**config.mk**
```make
export PLATFORM = sky130hd
export DESIGN_NAME = pscomp_back
export DESIGN_NICKNAME = d
export VERILOG_FILES = /design/src/sv/pscomp_pkg.sv /design/src/sv/pscomp_back.sv
export SDC_FILE = /design/constraint.sdc
export NUM_CORES = 2
export LEC_CHECK = 0
export ABC_AREA = 1
export BUFFER_PORTS_ARGS = -buffer_cell sky130_fd_sc_hd__buf_2
export CAP_MARGIN = 5
export CORE_MARGIN = 5
export CORE_UTILIZATION = 55
export DETAILED_ROUTE_END_ITERATION = 6
export PLACE_DENSITY_LB_ADDON = 0.2
export SYNTH_ARGS = -nofsm -noshare
export SYNTH_HDL_FRONTEND = slang
export SYNTH_SLANG_ARGS = --single-unit
export TNS_END_PERCENT = 100
```
**constraint.sdc**
```tcl
create_clock -name clk -period 8.7 [get_ports clk]
set_input_delay 0.435 -clock clk [delete_from_list [all_inputs] [get_ports clk]]
set_output_delay 0.435 -clock clk [all_outputs]
set_load 0.01 [all_outputs]
```
**src/sv/pscomp_pkg.sv**
```systemverilog
// Shared types and constants for the pressure sensor compensation core.
`default_nettype none
package pscomp_pkg;

  localparam int TEMP_PIVOT     = 2000;
  localparam int TEMP_MIN_CENTI = -4000;
  localparam int TEMP_MAX_CENTI = 8500;
  localparam int PRES_MAX_DECI  = 200000;

  localparam int CFG_IDX_W = 3;

  typedef enum logic [CFG_IDX_W-1:0] {
    REG_SENS_BASE         = 3'd0,
    REG_OFFSET_BASE       = 3'd1,
    REG_SENS_TEMP_COEFF   = 3'd2,
    REG_OFFSET_TEMP_COEFF = 3'd3,
    REG_REF_TEMPERATURE   = 3'd4,
    REG_TEMP_SLOPE        = 3'd5
  } cfg_idx_t;

  typedef struct packed {
    logic [23:0] raw_pressure;
    logic [23:0] raw_temperature;
  } in_word_t;

  typedef struct packed {
    logic signed [14:0] temperature_centi;
    logic [17:0]        pressure_decimbar;
  } out_word_t;

  typedef struct packed {
    logic [15:0] sens_base;
    logic [15:0] offset_base;
    logic [15:0] sens_temp_coeff;
    logic [15:0] offset_temp_coeff;
    logic [15:0] ref_temperature;
    logic [15:0] temp_slope;
  } cal_t;

  // First-order results handed from the front half to the back half
  typedef struct packed {
    logic               valid;
    logic               low_branch;
    logic [23:0]        raw_pressure;
    logic signed [14:0] temperature_centi;
    logic signed [35:0] off;
    logic signed [34:0] sens;
    logic signed [35:0] dsq;
  } mid_t;

endpackage
`default_nettype wire

```
**src/sv/pscomp_back.sv**
```systemverilog
// Stages 4-7: second-order correction, split pressure product, saturation.
`default_nettype none
module pscomp_back (
  input  wire logic              clk,
  input  wire logic              rst_n,
  input  wire pscomp_pkg::mid_t  mid,
  output logic                   out_valid,
  output pscomp_pkg::out_word_t  out_data
);
  import pscomp_pkg::*;

  // stage 4
  logic               v4_r;
  logic [23:0]        d1_s4_r;
  logic signed [14:0] t_s4_r;
  logic signed [37:0] offc_r;
  logic signed [35:0] sensc_r;
  // stage 5
  logic               v5_r;
  logic signed [14:0] t_s5_r;
  logic signed [37:0] off_s5_r;
  logic [41:0]        plo_r;
  logic signed [42:0] phi_r;
  // stage 6
  logic               v6_r;
  logic signed [14:0] t_s6_r;
  logic signed [37:0] off_s6_r;
  logic signed [40:0] pa_r;
  // output
  logic               out_valid_r;
  out_word_t          out_data_r;

  logic [34:0]        q2;
  logic [36:0]        q2_x3;
  logic [36:0]        q2_x5;
  logic [35:0]        off2;
  logic [33:0]        sens2;
  logic signed [37:0] offc_nxt;
  logic signed [35:0] sensc_nxt;
  logic signed [61:0] full;
  logic signed [41:0] pb;
  logic signed [26:0] p;
  logic [17:0]        p_sat;

  always_comb begin
    q2    = mid.dsq[34:0];
    q2_x3 = {2'b00, q2} + {1'b0, q2, 1'b0};
    q2_x5 = {2'b00, q2} + {q2, 2'b00};
    if (mid.low_branch) begin
      off2  = q2_x3[36:1];
      sens2 = q2_x5[36:3];
    end else begin
      off2  = {5'b00000, q2[34:4]};
      sens2 = '0;
    end
    offc_nxt  = {{2{mid.off[35]}}, mid.off} - $signed({2'b00, off2});
    sensc_nxt = {mid.sens[34], mid.sens} - $signed({2'b00, sens2});
  end

  always_comb begin
    // recombine the two partial products of D1 * SENS
    full = $signed({phi_r[42], phi_r, 18'h00000}) + $signed({20'h00000, plo_r});
    pb   = {pa_r[40], pa_r} - {{4{off_s6_r[37]}}, off_s6_r};
    p    = pb[41:15];
    if (p < 0) begin
      p_sat = '0;
    end else if (p > PRES_MAX_DECI) begin
      p_sat = 18'(PRES_MAX_DECI);
    end else begin
      p_sat = p[17:0];
    end
  end

  always_ff @(posedge clk) begin
    if (!rst_n) begin
      v4_r        <= 1'b0;
      v5_r        <= 1'b0;
      v6_r        <= 1'b0;
      out_valid_r <= 1'b0;
    end else begin
      v4_r        <= mid.valid;
      v5_r        <= v4_r;
      v6_r        <= v5_r;
      out_valid_r <= v6_r;
    end
  end

  always_ff @(posedge clk) begin
    d1_s4_r  <= mid.raw_pressure;
    t_s4_r   <= mid.temperature_centi;
    offc_r   <= offc_nxt;
    sensc_r  <= sensc_nxt;

    t_s5_r   <= t_s4_r;
    off_s5_r <= offc_r;
    plo_r    <= d1_s4_r * sensc_r[17:0];
    phi_r    <= $signed({1'b0, d1_s4_r}) * $signed(sensc_r[35:18]);

    t_s6_r   <= t_s5_r;
    off_s6_r <= off_s5_r;
    pa_r     <= full[61:21];

    out_data_r.temperature_centi <= t_s6_r;
    out_data_r.pressure_decimbar <= p_sat;
  end

  assign out_valid = out_valid_r;
  assign out_data  = out_data_r;

endmodule
`default_nettype wire

```
== Yosys cells after proc, flatten, opt, wreduce, memory -nomap -nowiden ==
Cells that the tools add are included.

* Logic and storage cells: 32
* Output and inout port bits: 34
* Memories: 0
* ROM bits: 0
* Register bits: 382
* Latch bits: 0
* Input bits: 150
* Memory bits (writable): 0

* Multiplexer cells: 3
* $lt $le $gt $ge: 2
* Reductions and logical operators: 1
* Multiply operators: 2
* Add/subtract/negate cells: 6
* Div/mod/pow operators: 0
* Shift-type cells: 0
* Equal/unequal tests: 0
* Bitwise gates (word level): 0

{| class="wikitable"
|+ Operators with widths
! cell !! number
|-
| adder 61 x 43 -> 62 bit || 1
|-
| multiplier 25 x 18 -> 43 bit || 1
|-
| multiplier 24 x 18 -> 42 bit || 1
|-
| subtractor 41 x 38 -> 42 bit || 1
|-
| subtractor 36 x 37 -> 38 bit || 1
|-
| adder 35 x 36 -> 37 bit || 1
|-
| adder 35 x 37 -> 37 bit || 1
|-
| two-way mux 36 bit || 1
|-
| subtractor 35 x 35 -> 36 bit || 1
|-
| two-way mux 34 bit || 1
|-
| greater-than comparator 27 x 19 -> 1 bit (second input constant) || 1
|-
| less-than comparator 27 x 1 -> 1 bit (second input constant) || 1
|-
| two-way mux 18 bit || 1
|-
| OR reduction 2 bit || 1
|}

== Longest topological paths before layout ==
* Depth after elaboration: 3
* Depth in mapped cells: 30
* Gate-level depth less buffers: 30

== Worst setup path before layout ==
OpenSTA, ideal clock, no wires.

* Path type: register to register
* Start: reg d1_s4_r[14]
* End: reg phi_r[38]
* Path slack: 2.850 ns
* Required time: 8.588 ns
* Setup time: 0.112 ns
* Data arrival time: 5.738 ns
* Buffers on the path: 2
* Clock period less this slack: 5.850 ns
* Stages on the path, launching flop included: 28
* Path through: dfxtp_1 > clkbuf_1 > clkbuf_1 > nand2_1 > fa_1 > inv_1 > fa_1 > inv_1 > fa_1 > inv_1 > fa_1 > fa_1 > inv_1 > fa_1 > inv_1 > ha_1 > a21oi_1 > inv_1 > nor2_1 > o21ai_0 > a31oi_1 > o21ai_1 > a21boi_0 > o21ai_1 > nand2_1 > nand2_1 > nand2_1 > nand2_1

* Cells in the longest elaborated chain, start to end: 1

{| class="wikitable"
|+ RTL lines
! what !! RTL line !! source
|-
| start, declared || pscomp_back.sv:14 || <nowiki>logic [23:0] d1_s4_r;</nowiki>
|-
| start signal, assigned || pscomp_back.sv:89 || <nowiki>d1_s4_r <= mid.raw_pressure;</nowiki>
|-
| multiplier 25 x 18 -> 43 bit || pscomp_back.sv:97 || <nowiki>phi_r <= $signed({1'b0, d1_s4_r}) * $signed(sensc_r[35:18]);</nowiki>
|-
| end signal, assigned || pscomp_back.sv:97 ||
|-
| end, declared || pscomp_back.sv:23 || <nowiki>logic signed [42:0] phi_r;</nowiki>
|}

Every way passes these cells.
A chain may end at the register's enable or synchronous reset.

== Worst setup path after layout ==
* Start: reg d1_s4_r[16]
* End: reg phi_r[38]

Same word-level chain as after synthesis.

==> results.yml <==
timing:
  whs_ns: 0.0400
  finalSetupViolations: 0
  rsz0062_at_grt: "false"
  fmax_mhz: 141
  worst_clock_skew_ns: 0.0226
  period_needed_ns: 7.08
  fin_crit_sh_pct: 81.4
  hold_viol: 0
  tightest_slew_ns: 1.26
  slew_headroom_pct: 15.7
  fin_setup_tns_ns: 0
  drv_slew: 0
routing:
  drc: 1
  final_antenna_net_count: 0
  dr.pass1.iters: 7
  wl_per_cell_um: 16.9
  wirelength_mm: 136
  dr_total_vias: 42000
  drt_iter0_drc: 3124
  viasPerCell: 5.23
synthesis:
  synth_mux_area_share_pct: 0.264
  synthAdderAreaFrac_pct: 40.3
  synth_area_leader_cell: "fa_1"
  synth_top_family_by_area: "adder cells"
  synth_edf_count: 0
  synth_common_cells: "1717 x inv_1, 1676 x nand2_1, 706 x fa_1"
  synth_seq_cells: 364
  ys_seq_area_share_pct: 14.8
  syn_avg_cell_area_um2: 7.38
  synth_cells: 6679
  synth_compound_area_share_pct: 8.31
  yosys.cell_types.count: 52
  synth_xor_area_share_pct: 3.11
  synth_flop_cell: "dfxtp_1"
  synthesis.area_mm2: 0.0493
  synth_top_area_share_pct: 28.7
  synthSimpleGateAreaFrac_pct: 18.8
  synth_area_leaders: "fa_1 29%, dfxtp_1 15%, inv_1 13%"
  yosysMostFrequentCell: "inv_1"
  synth.net_count: 7994
  async_flop_share_pct: 0
  synth_warnings: 0
die:
  start_util_pct: 55.6
  die_area_mm2: 0.0958
  ioPinCount: 184
  rows: 109
  die_w_um: 309
  core_mm2: 0.0886
  die_h_um: 309
critical_path:
  crit_arrival_ns: 7.59
  criticalPathCategory: "flip-flop to flip-flop"
  startpoint_type: "flip-flop"
  cp_max_fo: 19
  endpoint_kind: "flip-flop"
  cp.required_ns: 9.20
placement:
  place_congestion: 0.978
  dp_cells: 7908
  hpwl_mm: 112
  portBuffers: 182
global_route:
  grt_pass1_wl_mm: 222
  grt_usage_pct: 29.0
  grt_max_degree: 43
  met3_usage_pct: 5.43
  antenna_found_initial: 6
  grt_remaining_overflow: 0
  grt_pass1_vias: 43200
  globalRouteMet2Util_pct: 46.1
  met1_usage_pct: 40.0
  grt_most_used_layer: "met2"
clocking:
  cts_max_path_buffers: 3
  cts-resized-gates: 0
  htreeDepth: 2
  cts_sinks: 364
  ctsRootBufferMaster: "clkbuf_16"
  cts_hold_buf: 39
  cts_inserted_buffers: 42
  post_cts_buffers: 0
  cts_tree: "built"
  clk_latency_ns: 0.62
  clk_pin_slew_worst_paths_ns: 0.06
layout:
  final_cells: 8024
  layout.nets: 8141
  area_growth_pct: 8.31
  n_antenna_cell: 0
  drive_above_1_share_pct: 5.45
min_path:
  hold_path_class: "input port to flip-flop"
flow_run:
  maxCapViolCount: 0
run_status:
  outcome: "complete, but fails checks"
  violations: "design-rule violations"
==> registers in the layout, summed over array words and instances, names as in the netlist <==
name       flops
phi_r         43
t_s6_r        15
t_s4_r        15
sensc_r       36
t_s5_r        15
out_data      33
offc_r        38
plo_r         24
v6_r           1
off_s6_r      38
out_valid      1
v5_r           1
pa_r          41
off_s5_r      38
v4_r           1
d1_s4_r       24
==> area by class of cell <==
cell class,count,area [µm²]
sequential,364,7290
clock inverter,25,414
tap,1165,1460
timing repair buffer,281,1760
multi-input combinational,4417,34900
inverter,1720,6460
clock buffer,52,1140
fill,8310,35200
==> worst paths after layout <==
| check | startpoint | to | slack, ns | cells after the start |
|---|---|---|---|---|
| hold / removal | mid[144] | d1_s4_r[22] | 0.04 | 1 |
| hold reg to reg | off_s5_r[15] | off_s6_r[15] | 0.31 | 0 |
| setup reg to reg | d1_s4_r[16] | phi_r[38] | 1.62 | 25 |
| setup / recovery | d1_s4_r[16] | phi_r[38] | 1.62 | 25 |
==> cells in the final DEF, fill, tap and decap left out, types with 9 or more instances in the layout <==
master            n
inv_1          1717
nand2_1        1676
fa_1            706
ha_1            459
a21oi_1         372
nor2_1          369
dfxtp_1         363
o21ai_0         182
buf_2           182
nand3_1         132
xor2_1          109
xnor2_1          66
buf_4            59
nor3_1           44
a31oi_1          44
clkbuf_16        42
dlygate4sd3_1    39
nand4_1          38
o21a_1           37
nor2_2           22
or2_2            20
a21o_1           15
a21boi_0         13
mux2i_1          13
o221ai_1         12
o31ai_1          11
o211ai_1          9
o21bai_1          9
==> worst max-delay path, cell delays in order (launching register included) <==
cell and delay (ns):
dfxtp_1 1.05, buf_4 0.44, nand2_1 0.12, fa_1 0.54
inv_1 0.05, fa_1 0.49, inv_1 0.05, fa_1 0.45
fa_1 0.51, inv_1 0.06, fa_1 0.52, inv_1 0.04
fa_1 0.47, inv_1 0.04, ha_1 0.35, nand2_1 0.12
nor2_1 0.16, inv_1 0.07, o21ai_0 0.31, a31oi_1 0.16
o21ai_1 0.27, a21boi_0 0.18, o21ai_1 0.25, nand2_1 0.10
nand3_1 0.08, nand2_1 0.05
==> metrics by stage <==
step | util [%] | worst slack (ns) | cell area [µm²]
2_1_floorplan | - | 2.85 | 49300
3_3_place_gp | 58.1 | 1.77 | 51500
3_5_place_dp | 58.1 | 1.73 | 51500
4_1_cts | 60.3 | 1.71 | 53400
5_1_grt | 60.3 | 1.21 | 53400
6_report | 60.3 | 1.62 | 53400
==> metal layers <==
layer | vias up | wire [µm]
met3 | 286 | 11600
met5 | - | 0
li1 | 20200 | -
met4 | 0 | 5690
met1 | 19900 | 58600
met2 | 1593 | 59900
==> kinds of logic (layout without fill, tap and decap cells) <==
logic type                 after synthesis  after routing
adders and majority gates             1165           1165
AOI/OAI and AO/OA                      734            734
DFF                                    364            364
xor gates and xnor gates               175            175
muxes                                   13             13
and+or+nand+nor                       2330           2330
buffers and inverters                 1898           2078
Power is left out: the tool's default activity adds up to more than one toggle a clock period on the data nets, which glitch-free logic cannot reach.
