--- config.mk ---
export PLATFORM = sky130hd
export DESIGN_NAME = pscomp_regs
export DESIGN_NICKNAME = d
export VERILOG_FILES = /design/src/sv/pscomp_pkg.sv /design/src/sv/pscomp_regs.sv
export SDC_FILE = /design/constraint.sdc
export NUM_CORES = 1
export LEC_CHECK = 0
export BUFFER_PORTS_ARGS = -buffer_cell sky130_fd_sc_hd__buf_2
export CAP_MARGIN = 15
export CORE_MARGIN = 2
export CORE_UTILIZATION = 47
export CTS_BUF_LIST = sky130_fd_sc_hd__clkbuf_4 sky130_fd_sc_hd__clkbuf_8
export CTS_CLUSTER_SIZE = 16
export DETAILED_ROUTE_END_ITERATION = 16
export HOLD_SLACK_MARGIN = 0.15
export PLACE_DENSITY = 0.8
export SETUP_SLACK_MARGIN = 0.3
export SLEW_MARGIN = 20
export SYNTH_ARGS = -nofsm -noshare
export SYNTH_HDL_FRONTEND = slang
export SYNTH_SLANG_ARGS = --single-unit
--- constraint.sdc ---
create_clock -name clk -period 1.3 [get_ports clk]
set_input_delay 0.195 -clock clk [delete_from_list [all_inputs] [get_ports clk]]
set_output_delay 0.195 -clock clk [all_outputs]
set_load 0.01 [all_outputs]
--- src/sv/pscomp_pkg.sv ---
// Shared types and constants for the pressure sensor compensation core.
`default_nettype none
package pscomp_pkg;

  localparam int TEMP_PIVOT     = 2000;
  localparam int TEMP_MIN_CENTI = -4000;
  localparam int TEMP_MAX_CENTI = 8500;
  localparam int PRES_MAX_DECI  = 200000;

  localparam int CFG_IDX_W = 3;

  typedef enum logic [CFG_IDX_W-1:0] {
    REG_SENS_BASE         = 3'd0,
    REG_OFFSET_BASE       = 3'd1,
    REG_SENS_TEMP_COEFF   = 3'd2,
    REG_OFFSET_TEMP_COEFF = 3'd3,
    REG_REF_TEMPERATURE   = 3'd4,
    REG_TEMP_SLOPE        = 3'd5
  } cfg_idx_t;

  typedef struct packed {
    logic [23:0] raw_pressure;
    logic [23:0] raw_temperature;
  } in_word_t;

  typedef struct packed {
    logic signed [14:0] temperature_centi;
    logic [17:0]        pressure_decimbar;
  } out_word_t;

  typedef struct packed {
    logic [15:0] sens_base;
    logic [15:0] offset_base;
    logic [15:0] sens_temp_coeff;
    logic [15:0] offset_temp_coeff;
    logic [15:0] ref_temperature;
    logic [15:0] temp_slope;
  } cal_t;

  // First-order results handed from the front half to the back half
  typedef struct packed {
    logic               valid;
    logic               low_branch;
    logic [23:0]        raw_pressure;
    logic signed [14:0] temperature_centi;
    logic signed [35:0] off;
    logic signed [34:0] sens;
    logic signed [35:0] dsq;
  } mid_t;

endpackage
`default_nettype wire

--- src/sv/pscomp_regs.sv ---
// Calibration register file written through the configuration channel.
`default_nettype none
module pscomp_regs (
  input  wire logic                           clk,
  input  wire logic                           rst_n,
  input  wire logic                           cfg_valid,
  output logic                                cfg_ready,
  input  wire logic [pscomp_pkg::CFG_IDX_W-1:0] cfg_index,
  input  wire logic [15:0]                    cfg_data,
  output pscomp_pkg::cal_t                    cal
);
  import pscomp_pkg::*;

  cal_t cal_r;
  cal_t cal_nxt;

  assign cfg_ready = 1'b1;
  assign cal       = cal_r;

  always_comb begin
    cal_nxt = cal_r;
    if (cfg_valid) begin
      case (cfg_index)
        REG_SENS_BASE:         cal_nxt.sens_base         = cfg_data;
        REG_OFFSET_BASE:       cal_nxt.offset_base       = cfg_data;
        REG_SENS_TEMP_COEFF:   cal_nxt.sens_temp_coeff   = cfg_data;
        REG_OFFSET_TEMP_COEFF: cal_nxt.offset_temp_coeff = cfg_data;
        REG_REF_TEMPERATURE:   cal_nxt.ref_temperature   = cfg_data;
        REG_TEMP_SLOPE:        cal_nxt.temp_slope        = cfg_data;
        default:               cal_nxt = cal_r;
      endcase
    end
  end

  always_ff @(posedge clk) begin
    if (!rst_n) begin
      cal_r <= '0;
    end else begin
      cal_r <= cal_nxt;
    end
  end

endmodule
`default_nettype wire

-- Yosys cells after proc, flatten, opt, wreduce, memory -nomap -nowiden
Cells that the tools add are included.
- bits in registers: 96
- bits of input ports: 22
- output and inout bits: 97
- equal/unequal tests: 5
- reductions and logical operators: 7
- operators with widths (cell ; count):
    2-bit AND reduction ; 6
    3-bit by 2-bit == test with 1-bit output (second input constant) ; 2
    3-bit == test (second input constant) ; 2
    3-bit by 1-bit == test with 1-bit output (second input constant) ; 1
    3-bit logical NOT ; 1

-- Logic depth before layout (Yosys ltp)
Gate-level depths: netlist of run 1.
- depth after elaboration: 2
- depth in mapped cells: 4
- mapped depth without buffers: 2

-- Worst setup path before layout of run 1
Ideal clock, no wire load.
- kind: input port to flip-flop
- from: in cfg_index[1] (netlist name)
- to: reg cal_r (netlist bit cal[89])
- library setup time: 0.123 ns
- arrival time: 1.122 ns
- data required time: 1.177 ns
- path slack: 0.055 ns
- cell stages on the path: 4
- path through: or4b_1 -> buf_6 -> buf_12 -> mux2i_1
- word-level cells in the longest chain between the ends: 2
- RTL lines (what ; line ; RTL):
    from (decl) ; pscomp_regs.sv:8 ; input wire logic [pscomp_pkg::CFG_IDX_W-1:0] cfg_index,
    3-bit logical NOT ; pscomp_regs.sv:23 ; case (cfg_index)
    2-bit AND reduction (no line) ; n/a ;
    to (signal assigned) ; pscomp_regs.sv:39 ; cal_r <= cal_nxt;
    to (decl) ; pscomp_regs.sv:14 ; cal_t cal_r;
No other way between the ends.
A chain may end at the register's enable or synchronous reset.

-- Worst setup path in the final report of run 1
- from: reg cal_r (netlist bit cal[66])
- to: out cal[66] (netlist name)
- RTL lines (what ; line ; RTL):
    to (decl) ; pscomp_regs.sv:10 ; output pscomp_pkg::cal_t cal
No word-level cell between the ends.

==> impl_metrics.tcl, run 1 <==
set metrics [dict create \
    design.final.nets 497 \
    postSynth.asyncResetShare_pct 0 \
    worstReg2RegEnd "cal[4]$_SDFFE_PN0P_" \
    synth_simple_gate_area_share_pct 13.8 \
    final_period_minus_worst_setup_slack_ps 1010 \
    drt_pass1_iterations 6 \
    worstHoldEndpoint "cal[41]$_SDFFE_PN0P_" \
    area_of_placed_instances_um2 4300 \
    cpPeakStageDelay_ps 370 \
    syn_avg_cell_area_um2 10.4 \
    layout_worst_path_cycle_share_pct 77.9 \
    drt_first_iter_violations 73 \
    fp.dieArea_um2 8170 \
    first_global_vias 2976 \
    globalplace.congestion 0.801 \
    clock-sinks 96 \
    yosys.area_share.xor_xnor_pct 0 \
    largest_reg_flops 96 \
    htree_levels 3 \
    synth_compound_area_share_pct 0 \
    crit_path_max_fanout 2 \
    cell_with_the_most_instances_after_synthesis "nand2_1" \
    synth.top_cell.area_share_pct 54.8 \
    yosysWarnings 0 \
    worst-r2r-setup-slack_ps 500 \
    largest_family_of_logic_cells_by_synthesized_area "multiplexers" \
    setup_viol_count_final 0 \
    synth_enable_flop_cells 0 \
    syn-instance-count 336 \
    cts_buffer_depth 2 \
    crit_path_start_kind "flop" \
    ff_latch_area_um2 2040 \
    mappedNetlistNets 358 \
    hpwlAfterDp_um 5910 \
    outcome "finished, final reports clean" \
    cts_hold_fix_bufs 0 \
    final_max_slew_viols 0 \
    cp_slowest_cell "dfxtp_2" \
    antenna_cells_inserted 0 \
    post_route_antenna_net_violation_count 0 \
    max_freq_mhz 987 \
    io_buffers 117 \
    num_rows 31 \
    post-layout-total-power_mw 5.60 \
    start_util_pct 48.3 \
    critical_path_required_ps 1110 \
    synthDistinctLibCells 14 \
    worst_ep_arrival_time_ps 820 \
    num-fill-cells 494 \
    timing.setup.critical_path_class "flop to output port" \
    cts_tree "built" \
    synth-seq-area-share_pct 54.8 \
    number_of_antenna_violations_at_the_first_check_in_global_routing 0 \
    regToRegStartpoint "cal[4]$_SDFFE_PN0P_" \
    yosys.area.top_type "dfxtp_1" \
    largest_net_degree_at_the_start_of_global_routing 25 \
    first_pass_grt_wire_length_um 15200 \
    postSynth.topFlopCell "dfxtp_1" \
    clkTransAtPathRegs_ps 100 \
    global_route.usage.total_pct 23.7 \
    io-pin-count 119 \
    finalHoldViolations 0 \
    post_synth_fa_ha_maj_area_fraction_pct 0 \
    holdCritPathClass "input port to flop" \
    routed-via-count 2922 \
    drt-vias-per-instance 5.05 \
    clk_root_buffer_cell "clkbuf_8" \
    worst_hold_path.num_cells 3 \
    final_layout_size_suffix_gt1_share_pct 55.6 \
    crit_buf_inv 1 \
    synth_commonest_cells "nand2_1, dfxtp_1, mux2i_1" \
    wl_per_cell_um 16.6 \
    area_delta_synth_final_pct 53.2 \
    die-width_um 90.4 \
    netlist_area_um2 3510 \
    overflow 0 \
    layout.core_utilization_pct 74.0 \
    setup.worst_path.end_class "output port" \
    clk_latency_ps 350 \
    timing.max_cap.violations 0 \
    power.density_cell_area_nw_per_um2 1040 \
    ff2ff_path_depth 4 \
    fin_worst_skew_ps 0 \
    drcViolationCount 0 \
    peakVddDrop_v 0.000730 \
    finalInstanceArea_um2 5370 \
    tritoncts.num_buffers 9 \
    critical_path.cell_chain "buf_6" \
    beginning_of_the_worst_hold_path "rst_n" \
    synth_area_leaders "dfxtp_1, mux2i_1, nand2_1, buf_2, clkbuf_1" \
    core_area_um2 7250 \
    finalWirelength_um 9620 \
    multi_input_area_um2 1450 \
    power.static_leakage_nw 2.73 \
    setup_total_negative_slack_ps 0 \
    share_of_synthesized_area_spent_on_multiplexers_pct 27.4 \
    rsz0062_at_grt "yes" \
    die_height_um 90.4 \
    yosys_register_bits 96 \
    crit_family "flip-flops" \
]
-- timing repair --
| item | in CTS | in global routing |
|---|---|---|
| pin swaps | 0 | 1 |
| gates resized for setup | 192 | 0 |
| setup buffers | 6 | 13 |
| setup endpoints to repair | 96 | 103 |
| cloned | 0 | 0 |
-- area by class of cell --
type / count / area share (%)
well taps: 99 / 2.31
clock inverters: 4 / 1.00
repair buffers: 153 / 28.8
multi-input cells: 215 / 27.0
clock buffers: 12 / 2.84
flip-flops and latches: 96 / 38.0
-- placed cells by master, fill, tap and decap left out, types with 2 or more instances in the layout --
cell type | netlist | final
buf_4 | 2 | 30
clkbuf_8 | 0 | 10
buf_2 | 9 | 20
buf_6 | 1 | 96
nand2_1 | 112 | 112
clkinvlp_4 | 0 | 2
clkbuf_4 | 0 | 2
buf_12 | 1 | 7
dfxtp_2 | 0 | 96
nand4bb_1 | 2 | 2
mux2i_1 | 96 | 96
nand4b_1 | 2 | 2
-- kinds of logic (layout without fill, tap and decap cells) --
| family | count (synthesis) | in the layout |
|---|---|---|
| buffers and inverters | 25 | 169 |
| flip-flops | 96 | 96 |
| multiplexers | 96 | 96 |
| other | 1 | 1 |
| AND/OR/NAND/NOR | 118 | 118 |
-- per-stage QoR --
step	hold WS, ps	cells	setup WS, ps
2_1_floorplan	438	336	70.7
3_3_place_gp	443	544	-29.5
3_5_place_dp	449	544	-54.2
4_1_cts	196	566	279
5_1_grt	224	579	254
6_report	211	579	287
-- worst max-delay path by stage --
stage,startpoint,to,cells past startpoint
finish,cal[66]$_SDFFE_PN0P_,cal[66],1
detailed placement,cfg_index[1],cal[89]$_SDFFE_PN0P_,3
floorplan,cfg_index[1],cal[89]$_SDFFE_PN0P_,4
global placement,cfg_index[1],cal[94]$_SDFFE_PN0P_,3
CTS,cal[5]$_SDFFE_PN0P_,cal[5],1
global route,cal[29]$_SDFFE_PN0P_,cal[29],1
-- where the power goes --
part | internal, mW | total (mW) | switching, mW
combinational | 0.273 | 0.533 | 0.260
clock | 0.990 | 2.01 | 1.02
sequential | 3.01 | 3.06 | 0.0493
-- layer usage --
layer | up-vias | share of wire, % | GRT usage (%)
met5 | - | 0 | 0
met3 | 14 | 4.4 | 5.34
met1 | 1417 | 42 | 27.5
met4 | 0 | 1.7 | 7.69
met2 | 103 | 52 | 43.0
li1 | 1388 | - | -
Note: power is estimated with default switching activity, not from simulation.
==> run 2, diff against run 1 <==
- CORE_UTILIZATION: 47 -> 52
- PLACE_DENSITY: 0.8 -> 0.84
- clock period: 1.3 -> 1 ns (I/O delays scaled with it)
==> impl_metrics.tcl, run 2 (synthesis gave the netlist of run 1 again) <==
set metrics [dict create \
    crit_family "flip-flops" \
    die_height_um 86.1 \
    crit_end "cal[54]" \
    layout.cells.most_common "buf_6" \
    core_area_um2 6420 \
    design.final.nets 507 \
    number_of_antenna_violations_at_the_first_check_in_global_routing 1 \
    htree_levels 3 \
    outcome "finished with violations" \
    global_route.usage.total_pct 30.6 \
    startpoint "cal[54]$_SDFFE_PN0P_" \
    largest_net_degree_at_the_start_of_global_routing 29 \
    holdCritPathClass "input port to flop" \
    critical_path_cell_count 1 \
    cpPeakStageDelay_ps 380 \
    hpwlAfterDp_um 5860 \
    clkTransAtPathRegs_ps 110 \
    io-pin-count 119 \
    start_util_pct 54.6 \
    cts_buffer_depth 2 \
    cts_tree "built" \
    peakVddDrop_v 0.00101 \
    clock-sinks 96 \
    num_rows 29 \
    finalWirelength_um 12600 \
    crit_buf_inv 1 \
    drcViolationCount 0 \
    largest_reg_flops 96 \
    final_max_slew_viols 0 \
    setup_viol_count_final 9 \
    ff2ff_path_depth 4 \
    crit_path_max_fanout 2 \
    setup.worst_path.end_class "output port" \
    clk_root_buffer_cell "clkbuf_8" \
    timing.setup.critical_path_class "flop to output port" \
    worst_ep_arrival_time_ps 870 \
    crit_path_start_kind "flop" \
    rsz0062_at_grt "yes" \
    top_library_cells_by_usage_in_the_layout_fill_and_taps_aside "buf_6, nand2_1, dfxtp_2" \
    worst-r2r-setup-slack_ps 90 \
    max_freq_mhz 977 \
    regToRegStartpoint "cal[65]$_SDFFE_PN0P_" \
    fp.dieArea_um2 7410 \
    critical_path_required_ps 850 \
    routed-via-count 3205 \
    setup_slack_ps -23.1 \
    drt_first_iter_violations 161 \
    area_delta_synth_final_pct 63.7 \
    die-width_um 86.1 \
    globalplace.congestion 0.790 \
    wl_per_cell_um 22.2 \
    layout_worst_path_cycle_share_pct 102 \
    fin_worst_skew_ps 0 \
    clk_latency_ps 380 \
    failing_checks "negative setup slack" \
    final_period_minus_worst_setup_slack_ps 1020 \
    cp_slowest_cell "dfxtp_2" \
    worstReg2RegEnd "cal[65]$_SDFFE_PN0P_" \
    power.static_leakage_nw 2.85 \
    drt-vias-per-instance 5.64 \
    post_route_antenna_net_violation_count 0 \
    timing.max_cap.violations 0 \
    first_pass_grt_wire_length_um 17000 \
    critical_path.cell_chain "buf_6" \
    power.density_cell_area_nw_per_um2 1280 \
    finalHoldViolations 0 \
    setup_total_negative_slack_ps -88.7 \
    io_buffers 117 \
    first_global_vias 3266 \
    post-layout-total-power_mw 7.33 \
    overflow 0 \
    final_layout_size_suffix_gt1_share_pct 61.2 \
    drt_pass1_iterations 4 \
    tritoncts.num_buffers 9 \
]
[run 2: changes by cell type in the layout (fill, tap and decap cells not counted), moves of 4 or more]
cell     change
buf_2        -4
buf_4       -14
buf_6       +20
inv_6        +4
mux2i_1      -9
mux2i_2      +4
mux2i_4      +5
nand2_1     -12
nand2_2     +10
[run 2: final cells by class]
type	instances	area [um2]
well taps	77	96.3
clock inverters	6	47.5
multi-input cells	216	1620
flip-flops and latches	96	2040
clock buffers	10	138
diodes	1	2.50
fillers	245	683
repair buffers	162	1790
[run 2: report_power, final]
group | switching (mW) | total [mW] | internal (mW) | leakage [nW]
clock network | 1.50 | 2.50 | 1.01 | 0.0941
registers | 0.0740 | 3.99 | 3.92 | 0.824
logic | 0.407 | 0.833 | 0.426 | 1.93
total | 1.98 | 7.33 | 5.35 | 2.85
[run 2: how the worst min path moves through the flow]
stage	slack, ps	depth (start not counted)	from	end
2_1_floorplan	390	2	cfg_data[10]	cal[10]$_SDFFE_PN0P_
3_3_place_gp	440	2	cal[38]$_SDFFE_PN0P_	cal[38]$_SDFFE_PN0P_
3_5_place_dp	450	2	cal[78]$_SDFFE_PN0P_	cal[78]$_SDFFE_PN0P_
4_1_cts	90	3	rst_n	cal[14]$_SDFFE_PN0P_
5_1_grt	110	3	rst_n	cal[46]$_SDFFE_PN0P_
6_report	100	3	rst_n	cal[46]$_SDFFE_PN0P_
[run 2: metrics by stage]
stage	cells	util [%]	area, um2	worst slack, ps	hold WS, ps
final	568	89.4	5740	-23.1	98.5
after global routing	568	89.4	5740	-26.8	108
after CTS	551	84.0	5400	18.5	94.2
after detailed placement	520	66.5	4270	-314	446
after global placement	520	66.5	4270	-282	441
after floorplan	336	-	3650	-184	393
[run 2: repair_timing]
| action | 4_1_cts | 5_1_grt |
|---|---|---|
| pin swaps | 4 | 2 |
| buffers inserted | 12 | 15 |
| cloned | 3 | 1 |
| gates resized for setup | 210 | 50 |
| endpoints found under the hold margin | 4 | 2 |
| endpoints found under the setup margin | 158 | 158 |
[run 2: per-layer routing]
layer	up-vias	global-route usage, %	routed length (um)
li1	1414	-	-
met1	1579	32.8	4520
met2	167	55.0	6790
met3	45	6.83	713
met4	0	17.2	576
met5	-	0	0
